--- src/rtl/core/afp_pkg.sv ---
// Shared types and constants for the receive frame parser.
// Used by every module of the core; depends on nothing.
package afp_pkg;

   // Byte values with a protocol meaning
   localparam logic [7:0] FRAME_DELIMITER = 8'h7E;
   localparam logic [7:0] CHECKSUM_BASE   = 8'hFF;

   // Byte positions within a frame; zero means hunting
   localparam int unsigned POS_WIDTH = 5;
   localparam logic [POS_WIDTH-1:0] POS_HUNT        = 5'd0;
   localparam logic [POS_WIDTH-1:0] POS_LENGTH_HI   = 5'd1;
   localparam logic [POS_WIDTH-1:0] POS_TYPE        = 5'd3;
   localparam logic [POS_WIDTH-1:0] POS_LONG_LAST   = 5'd11;
   localparam logic [POS_WIDTH-1:0] POS_SHORT_LAST  = 5'd13;
   localparam logic [POS_WIDTH-1:0] POS_OPTIONS     = 5'd14;
   localparam logic [POS_WIDTH-1:0] POS_PAYLOAD     = 5'd15;
   localparam logic [POS_WIDTH-1:0] POS_CHECKSUM    = 5'd16;

   // Result beat layout
   localparam int unsigned RESULT_BITS = 105;
   localparam int unsigned RSP_WIDTH   = 112;

   // One received byte handed to the parser
   typedef struct packed {
      logic       valid;
      logic [7:0] data;
   } afp_beat_type;

   // Fields of one parsed frame, last member in the lowest bits
   typedef struct packed {
      logic        checksum_ok;
      logic [7:0]  payload;
      logic [7:0]  option_bits;
      logic [15:0] network_address;
      logic [63:0] source_address;
      logic [7:0]  frame_type;
   } afp_result_type;

endpackage

--- src/rtl/core/afp_input_stage.sv ---
// Input register for received bytes; releases a byte when the result side can take it.
// Depends on afp_pkg.
module afp_input_stage
   import afp_pkg::*;
(
   input  logic         clock,
   input  logic         reset,
   input  logic         req_tvalid,
   output logic         req_tready,
   input  logic [7:0]   req_tdata,
   input  logic         downstream_ready,
   output afp_beat_type beat
);

   logic       valid_ff;
   logic       valid_in;
   logic [7:0] data_ff;
   logic       take;

   // Release the held byte when the result register has room
   assign take       = valid_ff && downstream_ready;
   assign req_tready = !valid_ff || take;
   assign valid_in   = (req_tvalid && req_tready) ? 1'b1 : (valid_ff && !take);

   assign beat.valid = take;
   assign beat.data  = data_ff;

   // Hold the control bit
   always_ff @(posedge clock) begin
      if (reset) begin
         valid_ff <= 1'b0;
      end else begin
         valid_ff <= valid_in;
      end
   end

   // Capture a new byte on each accepted beat
   always_ff @(posedge clock) begin
      if (req_tvalid && req_tready) begin
         data_ff <= req_tdata;
      end
   end

endmodule

--- src/rtl/core/afp_parser.sv ---
// Frame position tracker, field capture and running checksum.
// Depends on afp_pkg.
module afp_parser
   import afp_pkg::*;
(
   input  logic           clock,
   input  logic           reset,
   input  afp_beat_type   beat,
   output logic           result_valid,
   output afp_result_type result
);

   logic [POS_WIDTH-1:0] pos_ff;
   logic [POS_WIDTH-1:0] pos_in;
   logic [7:0]           sum_ff;
   logic [7:0]           sum_in;
   logic [7:0]           type_ff;
   logic [63:0]          long_ff;
   logic [15:0]          short_ff;
   logic [7:0]           options_ff;
   logic [7:0]           payload_ff;
   logic                 hunting;
   logic                 covered;
   logic [7:0]           expected;

   assign hunting  = (pos_ff == POS_HUNT) || (pos_ff > POS_CHECKSUM);
   assign covered  = !hunting && (pos_ff >= POS_TYPE) && (pos_ff != POS_CHECKSUM);
   assign expected = CHECKSUM_BASE - sum_ff;

   // Advance the position and the running sum
   always_comb begin
      pos_in = pos_ff;
      sum_in = sum_ff;
      if (beat.valid) begin
         if (hunting) begin
            if (beat.data == FRAME_DELIMITER) begin
               pos_in = POS_LENGTH_HI;
               sum_in = 8'd0;
            end else begin
               pos_in = POS_HUNT;
            end
         end else if (pos_ff == POS_CHECKSUM) begin
            pos_in = POS_HUNT;
         end else begin
            pos_in = pos_ff + 5'd1;
            if (covered) begin
               sum_in = sum_ff + beat.data;
            end
         end
      end
   end

   // Hold position and sum
   always_ff @(posedge clock) begin
      if (reset) begin
         pos_ff <= POS_HUNT;
         sum_ff <= 8'd0;
      end else begin
         pos_ff <= pos_in;
         sum_ff <= sum_in;
      end
   end

   // Capture frame fields; every field is rewritten before it is shown
   always_ff @(posedge clock) begin
      if (beat.valid && covered) begin
         if (pos_ff == POS_TYPE) begin
            type_ff <= beat.data;
         end else if (pos_ff <= POS_LONG_LAST) begin
            long_ff <= {long_ff[55:0], beat.data};
         end else if (pos_ff <= POS_SHORT_LAST) begin
            short_ff <= {short_ff[7:0], beat.data};
         end else if (pos_ff == POS_OPTIONS) begin
            options_ff <= beat.data;
         end else if (pos_ff == POS_PAYLOAD) begin
            payload_ff <= beat.data;
         end
      end
   end

   // Emit the frame on its checksum byte
   assign result_valid           = beat.valid && (pos_ff == POS_CHECKSUM);
   assign result.frame_type      = type_ff;
   assign result.source_address  = long_ff;
   assign result.network_address = short_ff;
   assign result.option_bits     = options_ff;
   assign result.payload         = payload_ff;
   assign result.checksum_ok     = (beat.data == expected);

endmodule

--- src/rtl/core/afp_output_stage.sv ---
// Result register driving the response stream.
// Depends on afp_pkg.
module afp_output_stage
   import afp_pkg::*;
(
   input  logic                 clock,
   input  logic                 reset,
   input  logic                 result_valid,
   input  afp_result_type       result,
   output logic                 load_ready,
   output logic                 rsp_tvalid,
   input  logic                 rsp_tready,
   output logic [RSP_WIDTH-1:0] rsp_tdata
);

   logic                 valid_ff;
   logic                 valid_in;
   logic [RSP_WIDTH-1:0] data_ff;

   // Room when empty or when the held beat leaves this cycle
   assign load_ready = !valid_ff || rsp_tready;
   assign valid_in   = result_valid ? 1'b1 : (valid_ff && !rsp_tready);

   always_ff @(posedge clock) begin
      if (reset) begin
         valid_ff <= 1'b0;
      end else begin
         valid_ff <= valid_in;
      end
   end

   // Load the packed result, zero padding on top
   always_ff @(posedge clock) begin
      if (result_valid) begin
         data_ff <= {{(RSP_WIDTH - RESULT_BITS){1'b0}}, result};
      end
   end

   assign rsp_tvalid = valid_ff;
   assign rsp_tdata  = data_ff;

endmodule

--- src/rtl/core/api_receive_frame_parser_core.sv ---
// Receive frame parser for a serial API link: one byte in per beat, one frame result out.
// Accepts one byte every cycle while the result side has room; the checksum byte is held
// in the single-entry input register, then its result in the result register. Between
// frames the parser hunts for 0x7E, skips the two length bytes, captures type,
// 64-bit source address, 16-bit network address, options and one payload byte, and on
// the checksum byte emits all fields with checksum_ok set when the byte equals 0xFF
// minus the 8-bit sum of the captured bytes. A 0x7E inside a frame is plain data.
// Depends on afp_pkg, afp_input_stage, afp_parser and afp_output_stage.
module api_receive_frame_parser_core
   import afp_pkg::*;
(
   input  logic                 clock,
   input  logic                 reset,
   input  logic                 req_tvalid,
   output logic                 req_tready,
   input  logic [7:0]           req_tdata,   // [7:0] rx_byte
   output logic                 rsp_tvalid,
   input  logic                 rsp_tready,
   // [7:0] frame_type, [71:8] source_address, [87:72] network_address,
   // [95:88] option_bits, [103:96] payload, [104] checksum_ok, [111:105] zero
   output logic [RSP_WIDTH-1:0] rsp_tdata
);

   afp_beat_type   beat;
   afp_result_type result;
   logic           result_valid;
   logic           load_ready;

   afp_input_stage u_input (
      .clock            (clock),
      .reset            (reset),
      .req_tvalid       (req_tvalid),
      .req_tready       (req_tready),
      .req_tdata        (req_tdata),
      .downstream_ready (load_ready),
      .beat             (beat)
   );

   afp_parser u_parser (
      .clock        (clock),
      .reset        (reset),
      .beat         (beat),
      .result_valid (result_valid),
      .result       (result)
   );

   afp_output_stage u_output (
      .clock        (clock),
      .reset        (reset),
      .result_valid (result_valid),
      .result       (result),
      .load_ready   (load_ready),
      .rsp_tvalid   (rsp_tvalid),
      .rsp_tready   (rsp_tready),
      .rsp_tdata    (rsp_tdata)
   );

endmodule

--- config.mk ---
export PLATFORM = sky130hd
export DESIGN_NAME = api_receive_frame_parser_core
export DESIGN_NICKNAME = d
export VERILOG_FILES = /design/src/rtl/core/afp_pkg.sv /design/src/rtl/core/afp_input_stage.sv /design/src/rtl/core/afp_parser.sv /design/src/rtl/core/afp_output_stage.sv /design/src/rtl/core/api_receive_frame_parser_core.sv
export SDC_FILE = /design/constraint.sdc
export NUM_CORES = 1
export LEC_CHECK = 0
export BUFFER_PORTS_ARGS = -buffer_cell sky130_fd_sc_hd__buf_2
export CORE_MARGIN = 2
export CORE_UTILIZATION = 55
export DETAILED_ROUTE_END_ITERATION = 10
export GPL_TIMING_DRIVEN = 0
export PLACE_DENSITY = 0.75
export SLEW_MARGIN = 20
export SYNTH_ARGS = -nofsm -noshare
export SYNTH_HDL_FRONTEND = slang
export SYNTH_SLANG_ARGS = --single-unit
--- constraint.sdc ---
create_clock -name clock -period 15.6 [get_ports clock]
set_input_delay 2.34 -clock clock [delete_from_list [all_inputs] [get_ports clock]]
set_output_delay 2.34 -clock clock [all_outputs]
set_load 0.01 [all_outputs]
## Yosys cells after proc, flatten, opt, wreduce, memory -nomap -nowiden

Index checks and enable logic that the tools add are counted.
W data, S select, Z words.

- Multipliers: 0
- Reductions and logical operators: 24
- Bitwise operators: 4
- Eq/ne operators: 9
- Mux-type cells: 9
- $lt $le $gt $ge: 4
- $add $sub $neg: 3
- Divide/modulo/power cells: 0
- Shifts and indexed selects: 0

Operators with widths:

| operator | count |
|---|---|
| $mux W8 | 4 |
| $eq A5 B4 Y1 const B | 2 |
| $le A5 B4 Y1 const B | 2 |
| $mux W5 | 2 |
| $add A8 B8 Y8 | 1 |
| $eq A8 B7 Y1 const B | 1 |
| $eq A8 B8 Y1 | 1 |
| $logic_and A1 B1 Y1 | 8 |
| $reduce_and A4 Y1 | 2 |
| $sub A8 B8 Y8 const A | 1 |
| $reduce_and A6 Y1 | 1 |
| $add A5 B1 Y5 const B | 1 |
| $eq A5 B2 Y1 const B | 1 |
| $eq A5 B5 Y1 const B | 1 |
| $ge A5 B2 Y1 const B | 1 |
| $gt A5 B5 Y1 const B | 1 |
| $logic_not A1 Y1 | 5 |
| $logic_not A5 Y1 | 1 |
| $ne A5 B5 Y1 const B | 1 |
| $reduce_and A5 Y1 | 1 |
| $not A1 Y1 | 4 |
| $logic_or A1 B1 Y1 | 3 |
| $mux W1 | 3 |
| $reduce_and A3 Y1 | 1 |
| 4 further kinds | 4 |

- Input bits: 12
- Bits in writable memories: 0
- Bits in read-only memories: 0
- Output and inout bits: 114
- Word-level logic and storage cells: 64
- Memories: 0
- Bits in latches: 0
- Bits in registers: 232

## Depth between registers and ports, before layout

- Depth in word-level cells: 8
- Depth in mapped cells: 10
- Depth with buffers taken out: 9

## By module

A second synthesis with hierarchy kept.

- Cells, all modules: 380
- Area total of the unflattened synthesis: 7827.5 µm²

Modules (own cells, without submodules):

| module | seq. area each (µm²) | cells each | area each (µm²) | times used |
|---|---|---|---|---|
| afp_parser | 3383.2 | 248 | 4261.6 | 1 |
| afp_output_stage | 3173.0 | 117 | 3255.6 | 1 |
| afp_input_stage | 260.2 | 15 | 310.3 | 1 |

## Worst setup path before layout

No wires, ideal clock.

- Kind: input -> register
- Start: input port rsp_tready
- End: register u_parser.long_ff[0], enable pin
- Required time: 15035 ps
- Arrival time: 7097 ps
- Cell stages on the path: 3
- Path slack: 7938 ps
- Library setup time: 565 ps
- Path buffers: 0
- Path through: nand2b_1 nand3_1 nor3_1

- Cells in the longest elaborated chain, start to end: 4

Ends and longest elaborated chain:

| what | line | RTL |
|---|---|---|
| start: declaration | api_receive_frame_parser_core.sv:18 | `input logic rsp_tready,` |
| $logic_or A1 B1 Y1 | afp_output_stage.sv:21 | `assign load_ready = !valid_ff \|\| rsp_tready;` |
| $logic_and A1 B1 Y1 | afp_input_stage.sv:21 | `assign take = valid_ff && downstream_ready;` |
| $logic_and A1 B1 Y1 | afp_parser.sv:66 | `if (beat.valid && covered) begin` |
| $reduce_and A3 Y1 (no source line) | -- |  |
| end signal: assignment | afp_parser.sv:70 | `long_ff <= {long_ff[55:0], beat.data};` |
| end: declaration | afp_parser.sv:18 | `logic [63:0] long_ff;` |

Every way passes these cells.
A chain may end at the register's enable or synchronous reset.

## Worst setup path in the final report

- Start: input port rsp_tready
- End: output port req_tready

- Cells in the longest elaborated chain, start to end: 3

Ends and longest elaborated chain:

| what | line | RTL |
|---|---|---|
| $logic_or A1 B1 Y1 | afp_output_stage.sv:21 |  |
| $logic_and A1 B1 Y1 | afp_input_stage.sv:21 |  |
| $logic_or A1 B1 Y1 | afp_input_stage.sv:22 | `assign req_tready = !valid_ff \|\| take;` |
| end: declaration | api_receive_frame_parser_core.sv:15 | `output logic req_tready,` |

Every way passes these cells.

==> out/qor.csv <==
metric,value,unit
status,finished clean,
CTS max path bufs,3,
Final Max Slew Viols,0,
DRT antenna net count,0,
Synth Area in Compound Gates,0.03473,
area of the multi-input gates,843.3,µm²
setup total negative slack,0,ns
Final Non-Filler Cells,717,
n_diodes,0,
Mapped Cells,364,
CTS sink count,232,
"leading cell types in the layout, fill and taps excluded","edfxtp_1 (217), buf_2 (119), clkbuf_16 (23)",
CTS Buf Count,22,
initial antenna violation count,0,
H-tree depth,1,
CTS tree,done,
routed len/inst,17.34,µm
Critical Path Slowest Stage Cell,buf_2,
Synth Area in Adders,0.02370,
Die Footprint,0.01498,mm²
total grt overflow,0,
fillcell total,901,
"wirelength, routed",12430,µm
Area Overhead vs Synth,22.89,%
Final Core Density,0.6878,
largest family of logic cells by synthesized area,simple AND/OR/NAND/NOR gates,
Pwr per Cell Area,132.5,mW/mm²
Slew @ Worst Pin,0.8466,ns
most frequent CP cell,buf_2,
crit-path cells,buf_2 > nor2b_1 > nand2_1 > buf_2,
# rows,43,
Initial Util,0.5597,
logic gate share of total power,0.009,
worst endpoint required time,13.26,ns
io pins,126,
CP max FO,2,
hold path startpoint,u_parser.payload_ff[6],
sequential power share,0.539,
final hold slack,0.4109,ns
Setup crit end kind,output port,
Clk pwr share,0.452,
CP startpoint,rsp_tready,
root buf cell,clkbuf_16,
fraction of layout cells with a size suffix above 1,0.3371,
Yosys cell types,39,
YS warnings,0,
largest net degree at the start of global routing,54,
critical path class,input port to output port,
"area leader, netlist",edfxtp_1,
maximum VDD drop,0.09477,mV
nets@finish,547,
Leakage,3.423,nW
CORE AREA,0.01377,mm²
fmax,0.1948,GHz
DPL Wire Length,8233,µm
#FFs+latches synth,232,
die height,122.4,µm
DRC Markers,0,
"Setup Fix Bufs, Post-CTS",0,
DP Worst Slack,10.46,ns
Pint,0.001031,W
Synth top area share,0.8453,
Slew Limit Headroom,0.4356,
Via-to-Cell Ratio,5.158,
Net Sw Power,0.0002244,W
Placer Congestion,0.8674,
gr usage total,0.1658,
HP Class,flip-flop to flip-flop,
RR Startpoint,u_parser.pos_ff[0],
RSZ-0062 raised after global routing,false,
register area,0.006817,mm²
Chip Width,122.4,µm
PnR worst setup slack,10.47,ns
"setup slack, reg-to-reg",12.34,ns
Switching Fraction,0.1788,
DR vias,3698,
post_cts resized,0,
CP arrival,2.79,ns
minimum clock period,5.133,ns
clock latency on the worst-skew pair,0.49,ns
sequential area share after synthesis,0.8843,
"Clk pin slew, worst setup/hold paths",0.06,ns
syn_area_per_cell,21.18,µm²
"Period Utilization, post-route",0.3290,
Max Cap Viol,0,
CTS Hold Bufs,0,
Setup Skew,0.01470,ns
vias in the first global route,3637,
post-synthesis mux area share,0,
Startpoint Class,input port,
Final setup viols,0,
number of port buffers,117,
Fin. Hold Viols,0,
Placed Cells incl. Taps,677,
synthesized area,0.007709,mm²
Simple-Gate Fraction of Synth Area,0.03944,
XOR/XNOR share of the synthesized area,0.006817,
CP peak stage delay,0.14,ns
Synth area leaders,"edfxtp_1 (85%), dfxtp_1 (3.9%), ha_1 (2.1%)",
number of DRC markers in iteration 0,239,
first-pass iteration count of the detailed router,4,
"most common cell after layout, fill and taps aside",edfxtp_1,
first-pass GRT wire length,18910,µm
-- worst max-delay path: cells and delay by family --
family	cells	cell delay [ns]
buffers and inverters	2	0.24
AND/OR/NAND/NOR	2	0.21
-- layout make-up --
| type | count | area share |
|---|---|---|
| Buffer | 11 | 0.007397 |
| Timing Repair Buffer | 127 | 0.07516 |
| Inverter | 3 | 0.001189 |
| Sequential cell | 232 | 0.7196 |
| Multi-Input combinational cell | 124 | 0.08902 |
| Clock inverter | 16 | 0.02272 |
| Clock buffer | 24 | 0.06115 |
| Tap cell | 180 | 0.02377 |
-- path summary, 6_finish.rpt --
path                                                end  cells after the start
worst max-delay path                         req_tready                      4
worst min register to register  u_output.rsp_tdata[102]                      0
worst min-delay path            u_output.rsp_tdata[102]                      0
worst max register to register     u_parser.long_ff[20]                     13
-- power groups by stage --
stage	Sequential [W]	Combinational (W)	Clock (W)
3_3_place_gp	0.000690	0.0000103	0
3_5_place_dp	0.000690	0.0000108	0
2_1_floorplan	0.000689	0.00000794	0
4_1_cts	0.000677	0.0000108	0.000580
6_report	0.000677	0.0000109	0.000568
5_1_grt	0.000677	0.0000125	0.000603
-- Yosys cell counts (all sizes together) --
library cell	count
o31ai	1
or4	1
a31oi	2
nand4	3
nor3	3
nand3	4
nor2b	1
nor2	22
or4b	2
xnor2	3
buf	9
and2	3
a211oi	2
nand2	6
xor2	3
nand3b	4
a21o	3
dfxtp	15
nand2b	1
o21ai	6
fa	1
a31o	1
clkbuf	2
a211o	1
o21bai	1
inv	3
and4b	1
a22oi	8
ha	13
a221oi	1
and3	4
nand4b	2
edfxtp	217
a21oi	10
o31a	1
conb	1
o211ai	2
o211a	1
-- through the flow --
step	power, W	instance area, µm²
finish	0.001255	9473
global route	0.001292	9473
CTS	0.001268	9473
detailed placement	0.0007011	8678
global placement	0.0007005	8542
floorplan	0.0006966	7731
-- registers in the layout, summed over array words and instances, names as in the netlist, 5 cells and up --
name / cells
u_parser.payload_ff: 8
u_parser.short_ff: 16
u_input.data_ff: 8
u_parser.sum_ff: 8
u_parser.long_ff: 64
u_parser.options_ff: 8
u_parser.pos_ff: 5
u_output.rsp_tdata: 105
u_parser.type_ff: 8
-- logic make-up (layout without fill, tap and decap cells) --
| kind of cell | count (synthesis) | in the layout |
|---|---|---|
| fa+ha+maj | 14 | 14 |
| other cells | 1 | 7 |
| buf+inv | 14 | 181 |
| simple gates | 57 | 57 |
| xor+xnor | 6 | 6 |
| compound gates | 40 | 40 |
| flops | 232 | 232 |
-- per-layer routing --
layer	track usage	vias to the layer above	routed length [µm]
li1	-	1740	-
met1	0.2164	1806	5227
met2	0.2823	126	6258
met3	0.03113	26	667
met4	0.05747	0	278
met5	0	-	0
(Power assumes the default switching activity.)
